## config.mk

```make
export PLATFORM = sky130hd
export DESIGN_NAME = ring_queue_running_average
export DESIGN_NICKNAME = d
export VERILOG_FILES = /design/src/rtl/core/rqra_pkg.sv /design/src/rtl/core/ring_queue_running_average.sv
export SDC_FILE = /design/constraint.sdc
export NUM_CORES = 1
export LEC_CHECK = 0
export BUFFER_PORTS_ARGS = -buffer_cell sky130_fd_sc_hd__buf_2
export CORE_MARGIN = 5
export CORE_UTILIZATION = 66
export CTS_CLUSTER_DIAMETER = 80
export DETAILED_ROUTE_END_ITERATION = 8
export PLACE_DENSITY = 0.85
export SKIP_LAST_GASP = 1
export SYNTH_ARGS = -nofsm -noshare
export SYNTH_HDL_FRONTEND = slang
export SYNTH_SLANG_ARGS = --single-unit
```

## constraint.sdc

```tcl
create_clock -name clk_i -period 5.1 [get_ports clk_i]
set_input_delay 0.765 -clock clk_i [delete_from_list [all_inputs] [get_ports clk_i]]
set_output_delay 0.765 -clock clk_i [all_outputs]
set_load 0.03 [all_outputs]
```

## src/rtl/core/rqra_pkg.sv

```systemverilog
// Package: sizes, widths and sequencer states of the ring queue running average block.
package rqra_pkg;

  // Storage slots; one slot stays unused, so the queue holds SLOTS-1 entries
  localparam int SLOTS = 8;

  localparam int YEAR_W    = 14;
  localparam int ENTRIES_W = 3;
  localparam int IDX_W     = (SLOTS > 2) ? $clog2(SLOTS) : 1;
  localparam int CNT_W     = (SLOTS > 2) ? $clog2(SLOTS) : 1;
  localparam int SUM_W     = YEAR_W + CNT_W;
  localparam int BIT_W     = $clog2(SUM_W);

  localparam logic [YEAR_W-1:0] YEAR_MAX = YEAR_W'(9999);
  localparam logic [CNT_W-1:0]  CNT_FULL = CNT_W'(SLOTS - 1);
  localparam logic [IDX_W-1:0]  IDX_LAST = IDX_W'(SLOTS - 1);

  // Request codes
  localparam logic REQ_INSERT = 1'b0;
  localparam logic REQ_REMOVE = 1'b1;

  typedef enum logic [2:0] {
    ST_IDLE,
    ST_TAKE,
    ST_STORE,
    ST_DIV,
    ST_FINISH
  } rqra_state_e;

  // Advance a slot index around the ring
  function automatic logic [IDX_W-1:0] next_slot(input logic [IDX_W-1:0] idx);
    logic [IDX_W-1:0] nxt;
    if (idx == IDX_LAST) begin
      nxt = '0;
    end else begin
      nxt = idx + IDX_W'(1);
    end
    return nxt;
  endfunction

endpackage

```

## src/rtl/core/ring_queue_running_average.sv

```systemverilog
// Top level: ring queue of year values with running sum and iterative mean divider.
//
//   channel | direction | handshake              | payload
//   in      | input     | in_valid_i, in_stall_o | req_type_i, year_value_i
//   out     | output    | out_valid_o, out_stall_i | avg_year_o, removed_year_o,
//           |           |                        | evicted_o, empty_error_o, entries_held_o
//
// An insert runs store, the divider steps and finish, with a take step first when it
// evicts; the restoring divider forms sum / count one quotient bit a cycle. A remove
// runs take and finish, an empty remove finish alone. One item is in work at a time.
// Reset (rst_ni low, asynchronous) empties the queue and zeroes the sum.
// The result register holds while out_stall_i is high; a new item may be taken
// meanwhile, and the sequencer waits in its last step until the register frees.
module ring_queue_running_average
  import rqra_pkg::*;
(
  input  logic              clk_i,
  input  logic              rst_ni,
  input  logic              in_valid_i,
  output logic              in_stall_o,
  input  logic              req_type_i,
  input  logic [YEAR_W-1:0] year_value_i,
  output logic              out_valid_o,
  input  logic              out_stall_i,
  output logic [YEAR_W-1:0] avg_year_o,
  output logic [YEAR_W-1:0] removed_year_o,
  output logic              evicted_o,
  output logic              empty_error_o,
  output logic [ENTRIES_W-1:0] entries_held_o
);

  rqra_state_e state_q, state_d;

  logic [IDX_W-1:0]  head_q, head_d;
  logic [IDX_W-1:0]  tail_q, tail_d;
  logic [CNT_W-1:0]  count_q, count_d;
  logic [SUM_W-1:0]  sum_q, sum_d;

  logic              req_q, req_d;
  logic [YEAR_W-1:0] year_q, year_d;
  logic              evict_q, evict_d;
  logic              err_q, err_d;
  logic [YEAR_W-1:0] taken_q, taken_d;

  logic [SUM_W-1:0]  dvd_q, dvd_d;
  logic [SUM_W-1:0]  quo_q, quo_d;
  logic [CNT_W-1:0]  rem_q, rem_d;
  logic [BIT_W-1:0]  bit_q, bit_d;

  logic              out_valid_q, out_valid_d;
  logic [YEAR_W-1:0] avg_q, avg_d;
  logic [YEAR_W-1:0] removed_q, removed_d;
  logic              evicted_q, evicted_d;
  logic              empty_err_q, empty_err_d;
  logic [ENTRIES_W-1:0] entries_q, entries_d;

  logic [YEAR_W-1:0] slot_mem_q [SLOTS];
  logic [YEAR_W-1:0] rd_q;
  logic              mem_we;

  logic              in_xfer;
  logic              out_free;
  logic [CNT_W:0]    shifted;
  logic [CNT_W:0]    trial;
  logic [YEAR_W-1:0] year_clamped;

  assign in_stall_o = (state_q != ST_IDLE);
  assign in_xfer    = in_valid_i && !in_stall_o;
  assign out_free   = !out_valid_q || !out_stall_i;

  // Saturate years above range
  assign year_clamped = (year_value_i > YEAR_MAX) ? YEAR_MAX : year_value_i;

  // Divider step: bring down the next dividend bit and trial-subtract the count
  assign shifted = {rem_q, dvd_q[SUM_W-1]};
  assign trial   = shifted - {1'b0, count_q};

  // Slot memory: write at the tail, registered read at the head
  always_ff @(posedge clk_i) begin
    if (mem_we) begin
      slot_mem_q[tail_q] <= year_q;
    end
    rd_q <= slot_mem_q[head_q];
  end

  // Sequencer state and control registers
  always_ff @(posedge clk_i or negedge rst_ni) begin
    if (!rst_ni) begin
      state_q     <= ST_IDLE;
      head_q      <= '0;
      tail_q      <= '0;
      count_q     <= '0;
      sum_q       <= '0;
      out_valid_q <= 1'b0;
    end else begin
      state_q     <= state_d;
      head_q      <= head_d;
      tail_q      <= tail_d;
      count_q     <= count_d;
      sum_q       <= sum_d;
      out_valid_q <= out_valid_d;
    end
  end

  // Payload and working registers
  always_ff @(posedge clk_i) begin
    req_q       <= req_d;
    year_q      <= year_d;
    evict_q     <= evict_d;
    err_q       <= err_d;
    taken_q     <= taken_d;
    dvd_q       <= dvd_d;
    quo_q       <= quo_d;
    rem_q       <= rem_d;
    bit_q       <= bit_d;
    avg_q       <= avg_d;
    removed_q   <= removed_d;
    evicted_q   <= evicted_d;
    empty_err_q <= empty_err_d;
    entries_q   <= entries_d;
  end

  // Next state and datapath control
  always_comb begin
    state_d     = state_q;
    head_d      = head_q;
    tail_d      = tail_q;
    count_d     = count_q;
    sum_d       = sum_q;
    req_d       = req_q;
    year_d      = year_q;
    evict_d     = evict_q;
    err_d       = err_q;
    taken_d     = taken_q;
    dvd_d       = dvd_q;
    quo_d       = quo_q;
    rem_d       = rem_q;
    bit_d       = bit_q;
    out_valid_d = out_valid_q;
    avg_d       = avg_q;
    removed_d   = removed_q;
    evicted_d   = evicted_q;
    empty_err_d = empty_err_q;
    entries_d   = entries_q;
    mem_we      = 1'b0;

    // Drop the result once the consumer takes the transfer
    if (out_valid_q && !out_stall_i) begin
      out_valid_d = 1'b0;
    end

    unique case (state_q)
      ST_IDLE: begin
        if (in_xfer) begin
          req_d   = req_type_i;
          year_d  = year_clamped;
          evict_d = 1'b0;
          err_d   = 1'b0;
          taken_d = '0;
          if (req_type_i == REQ_REMOVE) begin
            if (count_q == '0) begin
              err_d   = 1'b1;
              state_d = ST_FINISH;
            end else begin
              state_d = ST_TAKE;
            end
          end else if (count_q == CNT_FULL) begin
            evict_d = 1'b1;
            state_d = ST_TAKE;
          end else begin
            state_d = ST_STORE;
          end
        end
      end

      ST_TAKE: begin
        // Pop the oldest entry off the head and out of the sum
        taken_d = rd_q;
        sum_d   = sum_q - SUM_W'(rd_q);
        head_d  = next_slot(head_q);
        count_d = count_q - CNT_W'(1);
        state_d = (req_q == REQ_REMOVE) ? ST_FINISH : ST_STORE;
      end

      ST_STORE: begin
        // Push the new value at the tail and load the divider
        mem_we  = 1'b1;
        tail_d  = next_slot(tail_q);
        count_d = count_q + CNT_W'(1);
        sum_d   = sum_q + SUM_W'(year_q);
        dvd_d   = sum_d;
        quo_d   = '0;
        rem_d   = '0;
        bit_d   = BIT_W'(SUM_W - 1);
        state_d = ST_DIV;
      end

      ST_DIV: begin
        // One quotient bit per cycle
        if (!trial[CNT_W]) begin
          rem_d = trial[CNT_W-1:0];
        end else begin
          rem_d = shifted[CNT_W-1:0];
        end
        quo_d = {quo_q[SUM_W-2:0], !trial[CNT_W]};
        dvd_d = {dvd_q[SUM_W-2:0], 1'b0};
        if (bit_q == '0) begin
          state_d = ST_FINISH;
        end else begin
          bit_d = bit_q - BIT_W'(1);
        end
      end

      ST_FINISH: begin
        // Hold until the result register is free, then load it
        if (out_free) begin
          out_valid_d = 1'b1;
          avg_d       = (req_q == REQ_INSERT) ? YEAR_W'(quo_q) : '0;
          removed_d   = (req_q == REQ_REMOVE && !err_q) ? taken_q : '0;
          evicted_d   = evict_q;
          empty_err_d = err_q;
          entries_d   = ENTRIES_W'(count_q);
          state_d     = ST_IDLE;
        end
      end

      default: begin
        state_d = ST_IDLE;
      end
    endcase
  end

  assign out_valid_o    = out_valid_q;
  assign avg_year_o     = avg_q;
  assign removed_year_o = removed_q;
  assign evicted_o      = evicted_q;
  assign empty_error_o  = empty_err_q;
  assign entries_held_o = entries_q;

  // Occupancy never passes the usable slot count
  a_count_bound: assert property (@(posedge clk_i) disable iff (!rst_ni)
    count_q <= CNT_FULL)
    else $error("queue occupancy above capacity");

  // An empty queue has head and tail on the same slot
  a_empty_ptrs: assert property (@(posedge clk_i) disable iff (!rst_ni)
    (count_q == '0) |-> (head_q == tail_q))
    else $error("empty queue with head and tail apart");

  // An empty-remove error reports nothing held, nothing taken and no eviction
  a_err_result: assert property (@(posedge clk_i) disable iff (!rst_ni)
    (out_valid_o && empty_error_o) |->
      (entries_held_o == '0 && removed_year_o == '0 && !evicted_o))
    else $error("empty remove reported with data");

  // A result is loaded only from the finish step
  a_load_src: assert property (@(posedge clk_i) disable iff (!rst_ni)
    $rose(out_valid_q) |-> ($past(state_q) == ST_FINISH))
    else $error("result loaded outside finish step");

endmodule
```

# Word level (Yosys, flattened, before mapping)

Memories as Yosys holds them, arrays and structs flattened. A register that Yosys moved wholly into a read port is not among the register bits.
Cells that the tools add are included.

Output and inout bits: 35
Bits in latches: 0
ROM bits: 0
Input port bits: 19
Memories: 1
Register bits after elaboration: 133
RAM bits: 112
Logic and storage cells: 90

Memories:

| memory     | depth | bits a word | read ports | clocked after memory_dff | write ports | RTL line                         | text |
|---|---|---|---|---|---|---|---|
| slot_mem_q | 8     | 14          | 1          | 1                        | 1           | ring_queue_running_average.sv:57 | `logic [YEAR_W-1:0] slot_mem_q [SLOTS];` |

Order comparisons: 1
Bitwise gates (word level): 0
Multipliers: 0
Shifts and indexed selects: 0
Equal/unequal tests: 11
Mux-type cells: 28
$add $sub $neg: 8
Reduce and logical (&&, ||, !) cells: 21
Div/mod/pow operators: 0

Operators with widths:

| cell                   | number |
|---|---|
| $pmux W17 S2           | 2 |
| $pmux W14 S2           | 2 |
| $mux W3                | 9 |
| $add A17 B14 Y17       | 1 |
| $sub A17 B14 Y17       | 1 |
| $pmux W3 S5            | 1 |
| $gt A14 B14 Y1 const B | 1 |
| $mux W14               | 1 |
| $eq A3 B3 Y1 const B   | 4 |
| $pmux W3 S2            | 2 |
| $pmux W5 S2            | 1 |
| $add A3 B1 Y3 const B  | 3 |
| $mux W1                | 8 |
| $ne A2 B2 Y1 const B   | 4 |
| $reduce_and A2 Y1      | 4 |
| $eq A3 B2 Y1 const B   | 2 |
| $logic_not A3 Y1       | 2 |
| $reduce_bool A2 Y1     | 3 |
| $logic_not A1 Y1       | 5 |
| $logic_not A5 Y1       | 1 |
| $mux W5                | 1 |
| $sub A5 B1 Y5 const B  | 1 |
| $sub A4 B3 Y4          | 1 |
| $eq A3 B1 Y1 const B   | 1 |
| 6 further kinds        | 8 |

# Longest topological paths before layout

Depth after elaboration: 5
Gate-level depth with buffers: 10
Depth with buffers taken out: 10

# Worst setup path after synthesis

No wires, ideal clock.

Path type: register to register
From: register state_q[2]
To: memory slot_mem_q[0][0] (enable)
Period minus slack after synthesis: 3179 ps
Library setup time: 421 ps
Data required time: 4679 ps
Path buffers: 2
Stages on the path, launching flop included: 7
Setup slack: 1921 ps
Arrival time: 2758 ps
Cell sequence: dfrtp_1 > clkbuf_1 > nor2b_1 > nor2b_1 > inv_2 > clkbuf_1 > nor4_1

Longest elaborated chain between the ends: 4

RTL lines:

| item                          | RTL line                          | text |
|---|---|---|
| start, declared               | ring_queue_running_average.sv:32  | `rqra_state_e state_q, state_d;` |
| start signal, assigned        | ring_queue_running_average.sv:96  | `state_q <= state_d;` |
| $eq A3 B2 Y1                  | ring_queue_running_average.sv:152 | `unique case (state_q)` |
| $mux W1                       | ring_queue_running_average.sv:152 |  |
| $mux W1                       | ring_queue_running_average.sv:80  | `if (mem_we) begin` |
| $mux W1 (implied by the code) | ring_queue_running_average.sv:81  | `slot_mem_q[tail_q] <= year_q;` |
| end, declared                 | ring_queue_running_average.sv:57  |  |

Every way passes these cells.

# Final worst setup path

From: register state_q[1]
To: memory slot_mem_q[3][3] (enable)

Same word-level chain as after synthesis.

==> results.toml <==
[job]
cap_violations = 0

[finish]
design_area_sq_mm = 0.0126
multi_input_area_sq_mm = 0.00363
fillers = 962
seq_area_sq_mm = 0.00749
final_common_cell = "edfxtp_1"
nets = 903
final_cell_mix = "edfxtp_1, nand2_1, buf_2, nor2_1, ha_1"
syn_to_final_growth_pct = 11.9
fin_util_pct = 75.8
drive_gt1_share_pct = 18.9
diodes = 0

[clock_tree]
cts_tree = "done"
post_cts_resized = 0
clock_sinks = 259
clk_latency_ps = 520
numCtsBuffers = 25
path_clk_slew_ps = 70
cts_hold_buf = 0
root_buffer = "clkbuf_16"
post_cts_buffers = 0
htreeDepth = 1
clockBufferDepth = 3

[power]
p_per_area_mw_per_mm2 = 684
leakagePower_nw = 4.67
ir_worst_vdd_uv = 386

[route]
first_iter_violations = 602
ant_nets = 0
viasPerCell = 6.30
drc = 0
routed_wirelength_microns = 23900
routedWlPerCell_microns = 22.1
vias = 6805
dr.pass1.iters = 5

[sta]
slew_violations = 0
finalCritPeriodShare_pct = 59.7
hold_viol = 0
setup_slack_ps = 2060
rsz0062_at_grt = "false"
fin_crit_ps = 3040
tightest_slew_ps = 1120
clock.fmax_mhz = 329
finalClockSkew_ps = 18.5
timing.hold.ws_ps = 346
setup_viol = 0
totalNegativeSetupSlack_ps = 0
relSlewSlack_pct = 25.0

[logic_synthesis]
synth_edf_count = 215
syn_nets = 844
yosysWarnings = 0
syn_area_sq_mm = 0.0113
synth_top_cell_area_share_pct = 57.3
ys_ff_latch = 259
synth_top_area_cell = "edfxtp_1"
avgSynthCellArea_sq_um = 14.4
synthTopCellsByArea = "edfxtp_1, dfrtp_1, mux4_2"
synth_cell_types = 60
synth_seq_area_share_pct = 66.4
postSynthCellCount = 784
synth-main-ff-cell = "edfxtp_1"
async_reset_ff_share_pct = 11.6

[placed_design]
place_ws_ps = 2100
dpl.hpwl_microns = 15700
placed_area_sq_mm = 0.0118
io_buffer_count = 53
gp_congestion = 1.03

[setup_path]
cp-end-kind = "flip-flop"
crit_required_ps = 5230
ff2ff_setup_slack_ps = 2060
path_max_fanout = 50
path_class = "reg -> reg"
ff2ff_path_depth = 6
cp_num_cells = 6
cp.arrival_ps = 3180
endpoint = "slot_mem_q[3][3]"
crit_start = "state_q[1]"
timing.rr.end = "slot_mem_q[3][3]"
slowest_delay_ps = 800
r2r_start = "state_q[1]"
crit_path_top_delay_cell = "nor3b_4"
critPathMostFrequentCell = "buf_4"
crit_path_start_kind = "flip-flop"
crit_chain = "nor2b_4 -> buf_4 -> nor2b_1 -> buf_4 -> nand2_1 -> nor3b_4"
path_delay_family = "simple AND/OR/NAND/NOR gates"
cp_num_buf_inv = 2

[run_status]
status = "completed"

[hold_path]
hp-class = "in -> async"

[floorplanning]
num_rows = 47
start_util_pct = 67.7
ios = 54
coreArea_sq_mm = 0.0166
die_h_microns = 141
dieWidth_microns = 141
dieArea_sq_mm = 0.0198

[global_route]
grt_max_degree = 51
grt_pass1_vias = 7016
overflow = 0
grt_pass1_wl_microns = 38100
grt_antenna_before_repair = 0
track_usage_pct = 24.5
## through the flow
| step | cells | total power, mW |
|---|---|---|
| 2_1_floorplan | 784 | 5.88 |
| 3_3_place_gp | 1036 | 6.59 |
| 3_5_place_dp | 1036 | 6.79 |
| 4_1_cts | 1081 | 8.59 |
| 5_1_grt | 1081 | 9.12 |
| 6_report | 1081 | 8.62 |
## where the power goes
part | total (mW) | internal, mW | switching (mW) | leakage, nW
registers | 3.55 | 3.05 | 0.494 | 2.47
clock network | 1.75 | 0.986 | 0.764 | 0.378
logic | 3.33 | 1.36 | 1.96 | 1.83
total | 8.62 | 5.40 | 3.22 | 4.67
## metal layers
layer,wire [microns],part of all wire [%],track usage [%]
met1,9200,39,31.9
met2,12000,50,42.5
met3,1840,7.7,3.62
met4,845,3.5,8.98
met5,0,0,0
## registers in the layout, summed over array words and instances (netlist names), 5 cells and up
signal and flops:
sum_q 17, bit_q 5, dvd_q 17, quo_q 14, avg_year_o 14, year_q 14, removed_year_o 14, rd_q 14
taken_q 14, slot_mem_q 112
## how the worst min path moves through the flow
| stage | startpoint | end | slack, ps |
|---|---|---|---|
| 6_report | rst_ni | tail_q[2] | 350 |
| 5_1_grt | rst_ni | tail_q[2] | 390 |
| 4_1_cts | rst_ni | tail_q[2] | 350 |
| 3_5_place_dp | evict_q | evicted_o | 420 |
| 3_3_place_gp | evict_q | evicted_o | 410 |
| 2_1_floorplan | evict_q | evicted_o | 400 |
## synthesized netlist by cell type (3+ instances only)
master and count:
edfxtp_1 215, nand2_1 63, nor2_1 49, ha_1 37, a21oi_1 36, o21ai_0 31
dfrtp_1 30, mux4_2 28, inv_1 27, and2_1 25, nor2b_1 24, clkbuf_1 23
xnor2_1 20, and3_1 15, mux2_2 15, dfxtp_1 14, xor2_1 10, nand2b_1 9
nor3_1 8, o21ai_1 8, a211oi_1 7, a21o_1 7, nand3_1 7, a22oi_1 5
buf_2 5, fa_1 4, mux2i_1 4, nor4_1 4, buf_1 3, nand4_1 3
nor3b_1 3, o211ai_1 3, o21a_1 3, o221ai_1 3, o31a_1 3, or3_1 3
## final cells by class
cell class,count,share of cell area [%]
Sequential cell,259,59.4
Multi-Input combinational cell,466,28.8
Clock buffer,32,5.33
Timing Repair Buffer,63,2.70
Tap cell,220,2.18
Inverter,28,0.833
Clock inverter,13,0.813
## logic make-up after synthesis
family	count (synthesis)	synth area share (%)
AO/OA/AOI/OAI	130	7.44
XOR/XNOR	30	2.33
adder cells (fa/ha/maj)	41	4.82
buffers and inverters	59	2.02
flip-flops	259	66.4
multiplexers	47	7.45
AND/OR/NAND/NOR	218	9.53
(Power assumes the default switching activity.)
